**src/rtl/ptg_pkg.sv**
```systemverilog
`timescale 1ns / 1ps
// Shared types and constants for the pixel to grayscale converter.
// No dependencies; imported by ptg_div, ptg_yuv and the top level.
package ptg_pkg;

  // Input layouts selected by the color_mode register
  typedef enum logic [2:0] {
    MODE_ARGB   = 3'd0,
    MODE_BGRA   = 3'd1,
    MODE_BGR24  = 3'd2,
    MODE_PLANAR = 3'd3,
    MODE_YUYV   = 3'd4
  } mode_t;

  // Register index on the configuration port (paddr bit 2)
  localparam logic REG_COLOR_MODE = 1'b0;
  localparam logic REG_PREMUL     = 1'b1;

  // Where the color channels of result 0 come from
  typedef enum logic [2:0] {
    SRC_RAW,
    SRC_DIV,
    SRC_ZERO,
    SRC_YUV,
    SRC_PAIR
  } src_t;

  // Per-item control carried alongside the divider and YUV pipelines
  typedef struct packed {
    src_t       src;
    logic [7:0] r;
    logic [7:0] g;
    logic [7:0] b;
  } ctrl_t;

  // Un-premultiply divider: 16-bit dividend, four quotient bits per stage
  localparam int PTG_DIV_STAGES = 4;
  localparam int PTG_DIV_STEPS  = 4;

  // Luma weights over 1024 with rounding
  localparam logic [17:0] PTG_W_R   = 18'd306;
  localparam logic [17:0] PTG_W_G   = 18'd601;
  localparam logic [17:0] PTG_W_B   = 18'd117;
  localparam logic [17:0] PTG_W_RND = 18'd512;

  // YUV arithmetic word
  typedef logic signed [26:0] ywide_t;

  // Integer BT.601 coefficients (8 fractional bits)
  localparam ywide_t PTG_I_Y   = 27'sd298;
  localparam ywide_t PTG_I_RV  = 27'sd409;
  localparam ywide_t PTG_I_GU  = 27'sd100;
  localparam ywide_t PTG_I_GV  = 27'sd208;
  localparam ywide_t PTG_I_BU  = 27'sd516;
  localparam ywide_t PTG_I_RND = 27'sd128;

  // Packed YUYV coefficients (16 fractional bits)
  localparam ywide_t PTG_F_RV = 27'sd92242;
  localparam ywide_t PTG_F_GU = 27'sd22643;
  localparam ywide_t PTG_F_GV = 27'sd46983;
  localparam ywide_t PTG_F_BU = 27'sd116589;

endpackage

```
**src/rtl/pixel_to_grayscale_converter.sv**
```systemverilog
`timescale 1ns / 1ps
// Pixel to grayscale converter top level: APB registers, input capture, luma and output.
// Depends on ptg_pkg, ptg_div (un-premultiply) and ptg_yuv (YUV to RGB lanes).
// Result path: input capture, divider or YUV pipeline, luma stage, output register;
//   the second result of a packed YUYV word strobes on the cycle after the first.
// Throughput: one pixel word per cycle while busy is low; a packed YUYV word holds
//   busy for one cycle; the single result port emits both on consecutive cycles.
// Reset (rst_n, synchronous): color_mode 0, premultiplied 0, all in-flight items dropped.
// The receiver cannot stall: results are strobed on out_valid for one cycle each.
module pixel_to_grayscale_converter (
  input  logic        clk,
  input  logic        rst_n,
  // Input channel
  input  logic        start,
  output logic        busy,
  input  logic [7:0]  in_byte0,
  input  logic [7:0]  in_byte1,
  input  logic [7:0]  in_byte2,
  input  logic [7:0]  in_byte3,
  // Result channel
  output logic        out_valid,
  output logic [7:0]  out_gray_level,
  output logic        out_last_pixel,
  // Configuration port
  input  logic        psel,
  input  logic        penable,
  input  logic        pwrite,
  input  logic [2:0]  paddr,
  input  logic [31:0] pwdata,
  output logic [31:0] prdata,
  output logic        pready
);
  import ptg_pkg::*;

  localparam int NCH = 3;

  // Configuration registers
  logic [2:0] color_mode_r;
  logic       premul_r;
  logic       cfg_wr;

  // Input capture
  logic       accept;
  logic       mode_ok;
  logic       is_argb;
  logic       busy_r, busy_nxt;
  logic [7:0] a_nxt;
  logic [7:0] ch_nxt [NCH];
  src_t       src_nxt;

  // Stage 1 payload
  logic [15:0] div_num_r [NCH];
  logic [7:0]  div_den_r;
  logic [7:0]  div_quo   [NCH];
  logic [7:0]  ya_r, va_r, yb_r, u_r, vb_r;
  logic        fix_a_r;
  logic [7:0]  ra, ga, ba, rb, gb, bb;

  // Control delay line matching the divider and YUV depth
  logic [PTG_DIV_STAGES:0] vld_r;
  ctrl_t                   ctrl_r [PTG_DIV_STAGES+1];
  ctrl_t                   ctrl_nxt;
  ctrl_t                   ctl;

  // Luma stage
  logic [7:0] l0_r, l0_g, l0_b;
  logic       s6_vld_r, s6_pair_r;
  logic [7:0] gray0_r, gray1_r;

  // Output stage
  logic       out_valid_r, out_valid_nxt;
  logic [7:0] out_gray_r, out_gray_nxt;
  logic       out_last_r, out_last_nxt;
  logic       pend_r, pend_nxt;
  logic [7:0] pend_gray_r, pend_gray_nxt;

  function automatic logic [7:0] luma(input logic [7:0] r, input logic [7:0] g,
                                      input logic [7:0] b);
    logic [17:0] sum;
    sum = 18'(r) * PTG_W_R + 18'(g) * PTG_W_G + 18'(b) * PTG_W_B + PTG_W_RND;
    return sum[17:10];
  endfunction

  // Register writes on the access phase
  assign cfg_wr = psel && penable && pwrite && pready;
  assign pready = 1'b1;

  always_ff @(posedge clk) begin
    if (!rst_n) begin
      color_mode_r <= 3'(MODE_ARGB);
      premul_r     <= 1'b0;
    end else if (cfg_wr) begin
      case (paddr[2])
        REG_COLOR_MODE: color_mode_r <= pwdata[2:0];
        REG_PREMUL:     premul_r     <= pwdata[0];
        default:        premul_r     <= premul_r;
      endcase
    end
  end

  // Read back the addressed register
  always_comb begin
    case (paddr[2])
      REG_COLOR_MODE: prdata = {29'd0, color_mode_r};
      REG_PREMUL:     prdata = {31'd0, premul_r};
      default:        prdata = '0;
    endcase
  end

  // Decode the pixel word layout and classify the transaction
  always_comb begin
    accept   = start && !busy_r;
    mode_ok  = (color_mode_r <= 3'(MODE_YUYV));
    busy_nxt = accept && (color_mode_r == 3'(MODE_YUYV));
    is_argb  = (color_mode_r == 3'(MODE_ARGB));
    a_nxt     = is_argb ? in_byte0 : in_byte3;
    ch_nxt[0] = is_argb ? in_byte1 : in_byte2;
    ch_nxt[1] = is_argb ? in_byte2 : in_byte1;
    ch_nxt[2] = is_argb ? in_byte3 : in_byte0;
    case (color_mode_r)
      MODE_ARGB, MODE_BGRA: begin
        if (!premul_r) begin
          src_nxt = SRC_RAW;
        end else if (a_nxt == 8'd0) begin
          src_nxt = SRC_ZERO;
        end else begin
          src_nxt = SRC_DIV;
        end
      end
      MODE_BGR24:  src_nxt = SRC_RAW;
      MODE_PLANAR: src_nxt = SRC_YUV;
      MODE_YUYV:   src_nxt = SRC_PAIR;
      default:     src_nxt = SRC_RAW;
    endcase
    ctrl_nxt.src = src_nxt;
    ctrl_nxt.r   = ch_nxt[0];
    ctrl_nxt.g   = ch_nxt[1];
    ctrl_nxt.b   = ch_nxt[2];
  end

  // Hold off the next transaction for one cycle after a packed YUYV word
  always_ff @(posedge clk) begin
    if (!rst_n) begin
      busy_r <= 1'b0;
    end else begin
      busy_r <= busy_nxt;
    end
  end

  assign busy = busy_r;

  // Capture payload for the divider and YUV lanes; unknown layouts get no valid bit
  always_ff @(posedge clk) begin
    for (int i = 0; i < NCH; i++) begin
      div_num_r[i] <= {ch_nxt[i], 8'h00} - {8'h00, ch_nxt[i]};
    end
    div_den_r <= a_nxt;
    ya_r      <= in_byte0;
    u_r       <= in_byte1;
    va_r      <= (color_mode_r == 3'(MODE_YUYV)) ? in_byte3 : in_byte2;
    fix_a_r   <= (color_mode_r == 3'(MODE_YUYV));
    yb_r      <= in_byte2;
    vb_r      <= in_byte3;
  end

  // Advance the control delay line
  always_ff @(posedge clk) begin
    if (!rst_n) begin
      vld_r <= '0;
    end else begin
      vld_r <= {vld_r[PTG_DIV_STAGES-1:0], accept && mode_ok};
    end
  end

  always_ff @(posedge clk) begin
    ctrl_r[0] <= ctrl_nxt;
    for (int i = 1; i <= PTG_DIV_STAGES; i++) begin
      ctrl_r[i] <= ctrl_r[i-1];
    end
  end

  // Un-premultiply each color channel by alpha
  for (genvar ch = 0; ch < NCH; ch++) begin : g_div
    ptg_div u_div (
      .clk (clk),
      .num (div_num_r[ch]),
      .den (div_den_r),
      .quo (div_quo[ch])
    );
  end

  // YUV lane A: planar pixel or first YUYV pixel; lane B: second YUYV pixel
  ptg_yuv u_yuv_a (
    .clk (clk),
    .y   (ya_r),
    .u   (u_r),
    .v   (va_r),
    .fix (fix_a_r),
    .r   (ra),
    .g   (ga),
    .b   (ba)
  );

  ptg_yuv u_yuv_b (
    .clk (clk),
    .y   (yb_r),
    .u   (u_r),
    .v   (vb_r),
    .fix (1'b1),
    .r   (rb),
    .g   (gb),
    .b   (bb)
  );

  // Pick the color source for the first result
  assign ctl = ctrl_r[PTG_DIV_STAGES];

  always_comb begin
    case (ctl.src)
      SRC_RAW: begin
        l0_r = ctl.r;
        l0_g = ctl.g;
        l0_b = ctl.b;
      end
      SRC_DIV: begin
        l0_r = div_quo[0];
        l0_g = div_quo[1];
        l0_b = div_quo[2];
      end
      SRC_ZERO: begin
        l0_r = 8'd0;
        l0_g = 8'd0;
        l0_b = 8'd0;
      end
      SRC_YUV, SRC_PAIR: begin
        l0_r = ra;
        l0_g = ga;
        l0_b = ba;
      end
      default: begin
        l0_r = ctl.r;
        l0_g = ctl.g;
        l0_b = ctl.b;
      end
    endcase
  end

  // Weight and round both lanes
  always_ff @(posedge clk) begin
    if (!rst_n) begin
      s6_vld_r <= 1'b0;
    end else begin
      s6_vld_r <= vld_r[PTG_DIV_STAGES];
    end
  end

  always_ff @(posedge clk) begin
    s6_pair_r <= (ctl.src == SRC_PAIR);
    gray0_r   <= luma(l0_r, l0_g, l0_b);
    gray1_r   <= luma(rb, gb, bb);
  end

  // Emit the first result, park the second of a pair for the next cycle
  always_comb begin
    out_valid_nxt = 1'b0;
    out_gray_nxt  = out_gray_r;
    out_last_nxt  = out_last_r;
    pend_nxt      = 1'b0;
    pend_gray_nxt = pend_gray_r;
    if (s6_vld_r) begin
      out_valid_nxt = 1'b1;
      out_gray_nxt  = gray0_r;
      out_last_nxt  = !s6_pair_r;
      pend_nxt      = s6_pair_r;
      pend_gray_nxt = gray1_r;
    end else if (pend_r) begin
      out_valid_nxt = 1'b1;
      out_gray_nxt  = pend_gray_r;
      out_last_nxt  = 1'b1;
    end
  end

  always_ff @(posedge clk) begin
    if (!rst_n) begin
      out_valid_r <= 1'b0;
      pend_r      <= 1'b0;
    end else begin
      out_valid_r <= out_valid_nxt;
      pend_r      <= pend_nxt;
    end
  end

  always_ff @(posedge clk) begin
    out_gray_r  <= out_gray_nxt;
    out_last_r  <= out_last_nxt;
    pend_gray_r <= pend_gray_nxt;
  end

  assign out_valid      = out_valid_r;
  assign out_gray_level = out_gray_r;
  assign out_last_pixel = out_last_r;

  // A new result never lands while the second result of a pair is parked
  a_no_collision: assert property (@(posedge clk) disable iff (!rst_n)
    !(s6_vld_r && pend_r))
    else $error("result arrived while a parked result was pending");

  // The first result of a pair is always followed by its last result
  a_pair_tail: assert property (@(posedge clk) disable iff (!rst_n)
    (out_valid && !out_last_pixel) |=> (out_valid && out_last_pixel))
    else $error("pair first result not followed by its last result");

  // The bubble after a packed word lasts exactly one cycle
  a_busy_single: assert property (@(posedge clk) disable iff (!rst_n)
    busy |=> !busy)
    else $error("busy held for more than one cycle");

  // A parked result means the strobe currently shows a non-final result
  a_pend_shape: assert property (@(posedge clk) disable iff (!rst_n)
    pend_r |-> (out_valid_r && !out_last_r))
    else $error("parked result without a preceding first result");

endmodule

```
**src/rtl/ptg_div.sv**
```systemverilog
`timescale 1ns / 1ps
// Pipelined restoring divider: 16-bit dividend by 8-bit divisor, low 8 quotient bits.
// Depends on ptg_pkg for the stage and step counts.
module ptg_div (
  input  logic        clk,
  input  logic [15:0] num,
  input  logic [7:0]  den,
  output logic [7:0]  quo
);
  import ptg_pkg::*;

  logic [7:0]  rem_r   [PTG_DIV_STAGES];
  logic [15:0] num_r   [PTG_DIV_STAGES];
  logic [7:0]  den_r   [PTG_DIV_STAGES];
  logic [7:0]  quo_r   [PTG_DIV_STAGES];
  logic [7:0]  rem_nxt [PTG_DIV_STAGES];
  logic [15:0] num_nxt [PTG_DIV_STAGES];
  logic [7:0]  den_nxt [PTG_DIV_STAGES];
  logic [7:0]  quo_nxt [PTG_DIV_STAGES];

  // Each stage retires four dividend bits; upper quotient bits shift out unused
  always_comb begin
    logic [7:0]  rem;
    logic [15:0] nm;
    logic [7:0]  dn;
    logic [7:0]  qt;
    logic [8:0]  sh;
    for (int k = 0; k < PTG_DIV_STAGES; k++) begin
      if (k == 0) begin
        rem = '0;
        nm  = num;
        dn  = den;
        qt  = '0;
      end else begin
        rem = rem_r[k-1];
        nm  = num_r[k-1];
        dn  = den_r[k-1];
        qt  = quo_r[k-1];
      end
      for (int j = 0; j < PTG_DIV_STEPS; j++) begin
        sh = {rem, nm[15]};
        nm = {nm[14:0], 1'b0};
        if (sh >= {1'b0, dn}) begin
          rem = 8'(sh - {1'b0, dn});
          qt  = {qt[6:0], 1'b1};
        end else begin
          rem = sh[7:0];
          qt  = {qt[6:0], 1'b0};
        end
      end
      rem_nxt[k] = rem;
      num_nxt[k] = nm;
      den_nxt[k] = dn;
      quo_nxt[k] = qt;
    end
  end

  // Advance all stages every cycle
  always_ff @(posedge clk) begin
    rem_r <= rem_nxt;
    num_r <= num_nxt;
    den_r <= den_nxt;
    quo_r <= quo_nxt;
  end

  assign quo = quo_r[PTG_DIV_STAGES-1];

endmodule

```
**src/rtl/ptg_yuv.sv**
```systemverilog
`timescale 1ns / 1ps
// Four-stage YUV to clamped RGB lane: integer BT.601 or 16-bit fixed-point coefficients.
// Depends on ptg_pkg for coefficients and the wide arithmetic type.
module ptg_yuv (
  input  logic       clk,
  input  logic [7:0] y,
  input  logic [7:0] u,
  input  logic [7:0] v,
  input  logic       fix,
  output logic [7:0] r,
  output logic [7:0] g,
  output logic [7:0] b
);
  import ptg_pkg::*;

  logic signed [8:0] c_s, d_s, e_s;
  ywide_t c_w, d_w, e_w;
  ywide_t ty_nxt, trv_nxt, tgu_nxt, tgv_nxt, tbu_nxt;
  ywide_t ty_r, trv_r, tgu_r, tgv_r, tbu_r;
  logic   fix1_r, fix2_r;
  ywide_t sr_r, sg_r, sb_r;
  logic signed [18:0] hr_r, hg_r, hb_r;
  logic [7:0] r_r, g_r, b_r;

  function automatic logic [7:0] clamp8(input logic signed [18:0] x);
    logic [7:0] res;
    if (x[18]) begin
      res = 8'd0;
    end else if (|x[17:8]) begin
      res = 8'd255;
    end else begin
      res = x[7:0];
    end
    return res;
  endfunction

  // Stage 1: center the samples and form the coefficient products
  always_comb begin
    c_s = $signed({1'b0, y}) - 9'sd16;
    d_s = $signed({1'b0, u}) - 9'sd128;
    e_s = $signed({1'b0, v}) - 9'sd128;
    c_w = ywide_t'(c_s);
    d_w = ywide_t'(d_s);
    e_w = ywide_t'(e_s);
    if (fix) begin
      ty_nxt  = ywide_t'({3'b000, y, 16'h0000});
      trv_nxt = e_w * PTG_F_RV;
      tgu_nxt = d_w * PTG_F_GU;
      tgv_nxt = e_w * PTG_F_GV;
      tbu_nxt = d_w * PTG_F_BU;
    end else begin
      ty_nxt  = c_w * PTG_I_Y + PTG_I_RND;
      trv_nxt = e_w * PTG_I_RV;
      tgu_nxt = d_w * PTG_I_GU;
      tgv_nxt = e_w * PTG_I_GV;
      tbu_nxt = d_w * PTG_I_BU;
    end
  end

  always_ff @(posedge clk) begin
    // Stage 1: products
    ty_r   <= ty_nxt;
    trv_r  <= trv_nxt;
    tgu_r  <= tgu_nxt;
    tgv_r  <= tgv_nxt;
    tbu_r  <= tbu_nxt;
    fix1_r <= fix;
    // Stage 2: channel sums
    sr_r   <= ty_r + trv_r;
    sg_r   <= ty_r - tgu_r - tgv_r;
    sb_r   <= ty_r + tbu_r;
    fix2_r <= fix1_r;
    // Stage 3: floor shift by the fraction width
    hr_r   <= fix2_r ? 19'(sr_r >>> 16) : 19'(sr_r >>> 8);
    hg_r   <= fix2_r ? 19'(sg_r >>> 16) : 19'(sg_r >>> 8);
    hb_r   <= fix2_r ? 19'(sb_r >>> 16) : 19'(sb_r >>> 8);
    // Stage 4: clamp to 0..255
    r_r    <= clamp8(hr_r);
    g_r    <= clamp8(hg_r);
    b_r    <= clamp8(hb_r);
  end

  assign r = r_r;
  assign g = g_r;
  assign b = b_r;

endmodule
```
**config.mk**
```make
export PLATFORM = sky130hd
export DESIGN_NAME = pixel_to_grayscale_converter
export DESIGN_NICKNAME = d
export VERILOG_FILES = /design/src/rtl/ptg_pkg.sv /design/src/rtl/pixel_to_grayscale_converter.sv /design/src/rtl/ptg_div.sv /design/src/rtl/ptg_yuv.sv
export SDC_FILE = /design/constraint.sdc
export NUM_CORES = 2
export LEC_CHECK = 0
export BUFFER_PORTS_ARGS = -buffer_cell sky130_fd_sc_hd__buf_4
export CAP_MARGIN = 20
export CORE_ASPECT_RATIO = 1.1
export CORE_MARGIN = 2
export CORE_UTILIZATION = 50
export DETAILED_ROUTE_END_ITERATION = 7
export PLACE_DENSITY = 0.74
export SYNTH_ARGS = -nofsm -noshare
export SYNTH_HDL_FRONTEND = slang
export SYNTH_HIERARCHICAL = 1
export SYNTH_SLANG_ARGS = --single-unit
```
**constraint.sdc**
```tcl
create_clock -name clk -period 10.39 [get_ports clk]
set_input_delay 2.078 -clock clk [delete_from_list [all_inputs] [get_ports clk]]
set_output_delay 2.078 -clock clk [all_outputs]
set_load 0.02 [all_outputs]
```
# == Yosys cells after proc, flatten, opt, wreduce, memory -nomap -nowiden ==
# Memories as Yosys holds them, arrays and structs flattened.
# Index checks and enable logic that the tools add are counted.
# op_classes
n_lt_le_gt_ge,49
n_eq_ne,7
multipliers,17
bitwise_logic,1
n_mux,101
n_reduce_logical,21
n_addsub,67
# ops
op,count
2-to-1 mux 8 bit,58
>= comparator 9 x 8 -> 1 bit,45
subtractor 8 bit,42
2-to-1 mux 27 bit,4
"multiplier 9 x 17 -> 26 bit, second input constant",4
subtractor 27 bit,3
case mux 8 bit (3 select lines),3
case mux 32 bit (2 select lines),1
OR reduction 10 bit,6
adder 25 x 27 -> 27 bit,2
adder 27 bit,2
2-to-1 mux 18 bit,3
subtractor 16 x 8 -> 16 bit,3
adder 17 x 18 -> 18 bit,2
"adder 18 x 10 -> 18 bit, second input constant",2
adder 18 x 15 -> 18 bit,2
"multiplier 8 x 10 -> 18 bit, second input constant",2
"multiplier 9 x 9 -> 18 bit, second input constant",2
"multiplier 8 x 8 -> 16 bit, second input constant",2
"multiplier 8 x 7 -> 15 bit, second input constant",2
2-to-1 mux 1 bit,28
"multiplier 9 x 18 -> 27 bit, second input constant",1
"subtractor 8 x 8 -> 9 bit, second input constant",3
subtractor 25 x 25 -> 26 bit,1
23 further kinds,40
# word_totals
ramBits,183
mem_count,2
output_inout_bits,44
word_cells,347
register_bits,850
# memory_table
name,depth,word_bits,rd,rd_ports_with_merged_regs,wr,line_no,text
ctrl_r,5,27,5,0,5,pixel_to_grayscale_converter.sv:61,ctrl_t ctrl_r [PTG_DIV_STAGES+1];
div_num_r,3,16,3,0,3,pixel_to_grayscale_converter.sv:52,logic [15:0] div_num_r [NCH];

# == Depth between registers and ports, before layout ==
# An unclocked memory read counts as a cell.
# depth
ltp_word,9
ltp_mapped,42
mapped_depth_nobuf,40

# == By module ==
# Netlist, hierarchy kept.
# by_module_without_submodules
mod,area_per_inst_um2,seq_area_each_um2,instances,cells_per_inst
ptg_yuv (u_yuv_a),23876.6,5345.1,1,2496
ptg_yuv (u_yuv_b),23711.5,5345.1,1,2469
pixel_to_grayscale_converter,16208.0,5675.4,1,1455
ptg_div (g_div[0].u_div ...),8010.2,1681.6,2,910
ptg_div (g_div[1].u_div),7831.3,1681.6,1,902

# == Least setup slack after synthesis ==
# OpenSTA, ideal clock, no wires.
# synth_path
path_kind,register to register
from,register g_div[0].u_div.den_r (netlist bit g_div[0].u_div/den_nxt[17])
to,register g_div[0].u_div/rem_r[17] (netlist bit)
stages_incl_launch_ff,36
t_required_ns,10.267
arrival_time_ns,7.887
setup_ns,0.123
n_path_buf,3
synth_period_minus_slack_ns,8.011
setup_slack_ns,2.379
path_cell_list,dfxtp_1 > inv_1 > ha_1 > nor2b_4 > o31a_4 > o21ai_1 > a31oi_4 > mux2_2 > inv_1 > ha_1 > nor2b_1 > o31a_1 > o21ai_0 > a31oi_1 > a31oi_4 > mux2_2 > ha_1 > or3_1 > o22ai_1 > o21ai_0 > a21oi_1 > and2_1 > clkbuf_1 > o21ai_0 > ha_1 > nor2b_1 > o21ai_0 > a21boi_0 > o21ai_0 > a211o_1 > a21oi_1 > or4b_1 > buf_2 > nor2b_4 > buf_6 > mux2_1
# synth_rtl
element,line_no,text
"start, declared",ptg_div.sv:14,logic [7:0] den_r [PTG_DIV_STAGES];
"start signal, assigned",ptg_div.sv:62,den_r <= den_nxt;
"end signal, assigned",ptg_div.sv:60,rem_r <= rem_nxt;
"end, declared",ptg_div.sv:12,logic [7:0] rem_r [PTG_DIV_STAGES];

==> summary.md <==
| Metric | Value |
|---|---|
| Status | completed |
| Seq cells post-synth | 1061 |
| Area delta synth->final | 7.91% |
| Post-route setup TNS | 0 ps |
| Die width | 403 um |
| Post-Syn Area per Cell | 9.59 um^2 |
| Cells after synthesis | slightly above 9000 |
| Synth Warn # | 6 |
| Startpoint Class | flop |
| Clock Latency Late Sink | about 740 ps |
| Pin count of the biggest net entering global routing | roughly 150 |
| Num ports | roughly 120 |
| FMAX | 106 MHz |
| Sequential area share after synthesis | 0.244 |
| Antenna viol nets, final | 0 |
| RD Place Congestion | 0.928 |
| Share of layout cells above drive strength 1 | 0.0817 |
| Crit share post-route | 0.904 |
| Num CTS Buffers | 110 |
| Max_cap viols | 0 |
| Clock root buffer | clkbuf_16 |
| Routed vias/inst | 5.50 |
| Die Y | 443 um |
| DP HPWL | 173 mm |
| Slew headroom | 0.303 |
| Vias in the first global route | 65996 |
| Iter 0 DRT Violations | roughly 3700 |
| Post-detailed-routing wire length | between 200 and 250 mm |
| Period minus WS final | about 9400 ps |
| Clock sinks | 1061 |
| Sequential Area | 21400 um^2 |
| Final setup fails | 0 |
| Pins Over Slew Limit | 0 |
| Reg clk slew, reported paths | 60 ps |
| Final hold vios | 0 |
| Critical path arrival | 10000 ps |
| Site Rows | 161 |
| DIE AREA | 179000 um^2 |
| Hold Path Class | flop to flop |
| Ys async rst share | 0 |
| Post CTS Setup Buffer Count | 0 |
| Max clock buf depth | 3 |
| Pre-antenna DRT Iters | 6 |
| Req. time, crit path | 11000 ps |
| # DRC | 0 |
| Nets@finish | 11431 |
| Via Count | 63941 |
| Core area | 175000 um^2 |
| Crit Path Max Fanout | 12 |
| Crit path max-delay cell type | o21ai_0 |
| DR WL/cell | 18.1 um |
| Starting Density | 0.502 |
| Worst stage delay on the critical path | 630 ps |
| Worst Tran Pin Value | 1050 ps |
| Synth Cell Area | 87600 um^2 |
| Post-synth cell types | 131 |
| Layout Utilization | 0.542 |
| GRT Total Usage | 0.235 |
| Fill cells | between 15000 and 20000 |
| Type of the worst setup path | flop to flop |
| Multi-input gate area | around 60000 um^2 |
| First-pass GRT wire length | between 300 and 400 mm |
| Initial antenna violation count | 13 |
| TritonCTS clock tree | done |
| EDFF count, synth | 17 |
| Unrepaired setup endpoints after global routing | no |
| GR Overflow Total | 0 |
| Critical path endpoint category | flop |
| Cell repeated most along the worst path | o21ai_0 |
| Port bufs | between 50 and 60 |
| Skew final | 41.9 ps |
| Ys flop type | dfxtp_1 |
| H-tree depth | 3 |
stage by stage:
stage               hold slack, ps  cells  setup slack, ps  instance area (um^2)
floorplan                      310   9172             2380                 87800
CTS                            322  11601              769                 94500
global route                   325  11608             54.5                 94600
finish                         313  11617              998                 94600
global placement               310  11395              869                 90500
detailed placement             312  11395              843                 90500
registers in the layout, indices dropped and copies added, names as in the netlist, 24 cells and up:
register / flops
u_yuv_b/ty_r: 24
ctrl_r: 135
g_div.u_div/rem_r: 72
u_yuv_a/trv_r: 26
g_div.u_div/quo: 24
u_yuv_b/tbu_r: 26
g_div.u_div/num_nxt: 36
u_yuv_b/tgu_r: 25
u_yuv_a/ty_r: 24
g_div.u_div/den_nxt: 72
u_yuv_a/tgu_r: 25
g_div.u_div/num_r: 36
div_num_r: 45
u_yuv_b/trv_r: 26
u_yuv_a/tgv_r: 26
u_yuv_b/tgv_r: 26
u_yuv_a/tbu_r: 26
synthesized netlist by cell type (20+ instances only):
cell type / instances / area [um^2]
dfxtp_1: 1044 / 20900
o21bai_1: 81 / 608
fa_1: 538 / 10800
mux2i_1: 94 / 941
mux2_2: 262 / 2950
nor2_1: 458 / 1720
xnor2_1: 399 / 3490
nand4_1: 65 / 407
a211o_1: 20 / 175
or3_1: 48 / 300
a21oi_1: 514 / 2570
o211ai_1: 23 / 173
nand3_1: 104 / 521
inv_1: 1502 / 5640
and3_1: 38 / 238
or2_2: 47 / 294
clkbuf_1: 69 / 259
o21ai_1: 30 / 150
o21a_1: 87 / 653
nor4_1: 24 / 150
buf_4: 31 / 233
o31ai_1: 27 / 203
nand2b_1: 58 / 363
nor3_1: 117 / 586
a21boi_0: 23 / 173
buf_1: 23 / 86.3
a31oi_1: 37 / 231
a211oi_1: 33 / 248
a221o_1: 33 / 330
xor2_1: 204 / 1790
or4_1: 20 / 150
ha_1: 1589 / 19900
nand2_1: 306 / 1150
a21o_1: 220 / 1650
and2_1: 42 / 263
o21ai_0: 364 / 1820
nor2b_1: 131 / 820
critical path, delay by kind of cell (launching register included):
family                     cells  cell delay [ps]
AOI/OAI and AO/OA             17             4090
adders and majority gates      4             1360
buffers and inverters          3              430
DFF                            1              530
muxes                          2              660
and+or+nand+nor                9             2180
cell type report:
type | instances | area share
multi-input combinational | 6445 | 0.633
clock inverter | 66 | 0.00979
tap | 2282 | 0.0302
clock buffer | 140 | 0.0327
sequential | 1061 | 0.226
inverter | 1522 | 0.0604
timing repair buffer | 91 | 0.00706
antenna | 10 | 0.000265
path summary, 6_finish.rpt:
check | slack (ps) | end | cells past startpoint | from
setup / recovery | 1000 | g_div[1].u_div/rem_r[15] | 35 | g_div[1].u_div/den_nxt[9]
hold / removal | 310 | g_div[1].u_div/quo[6] | 0 | g_div[1].u_div/quo_r[10]
setup reg to reg | 1000 | g_div[1].u_div/rem_r[15] | 35 | g_div[1].u_div/den_nxt[9]
hold reg to reg | 310 | g_div[1].u_div/quo[6] | 0 | g_div[1].u_div/quo_r[10]
placed cells by master (no fill, tap or decap), drive strengths merged, types with 204 or more instances in the layout:
master,instances
xor2,204
a21o,221
xnor2,399
ha,1589
mux2,282
a21oi,524
dfxtp,1044
o21ai,394
fa,538
nand2,309
nor2,461
inv,1534
per-layer routing:
metal	global-route usage	up-vias	part of all wire
met5	0	-	0.00045
met4	0.102	14	0.044
met3	0.0360	489	0.057
met2	0.404	1504	0.47
met1	0.292	30744	0.43
li1	-	31190	-
timing repair:
item	in CTS	in global routing
setup endpoints to repair	0	8
resized for setup	0	1
hold buffers	0	0
cells by family after synthesis:
| logic type | synth area share |
|---|---|
| AOI/OAI and AO/OA | 0.132 |
| and+or+nand+nor | 0.0901 |
| DFF | 0.244 |
| xor gates and xnor gates | 0.0603 |
| other | 0.0000857 |
| buffers and inverters | 0.0739 |
| muxes | 0.0496 |
| adders and majority gates | 0.350 |
Power is not shown: default switching activity piles up to over one toggle a cycle in this logic, so the estimate is an artifact.
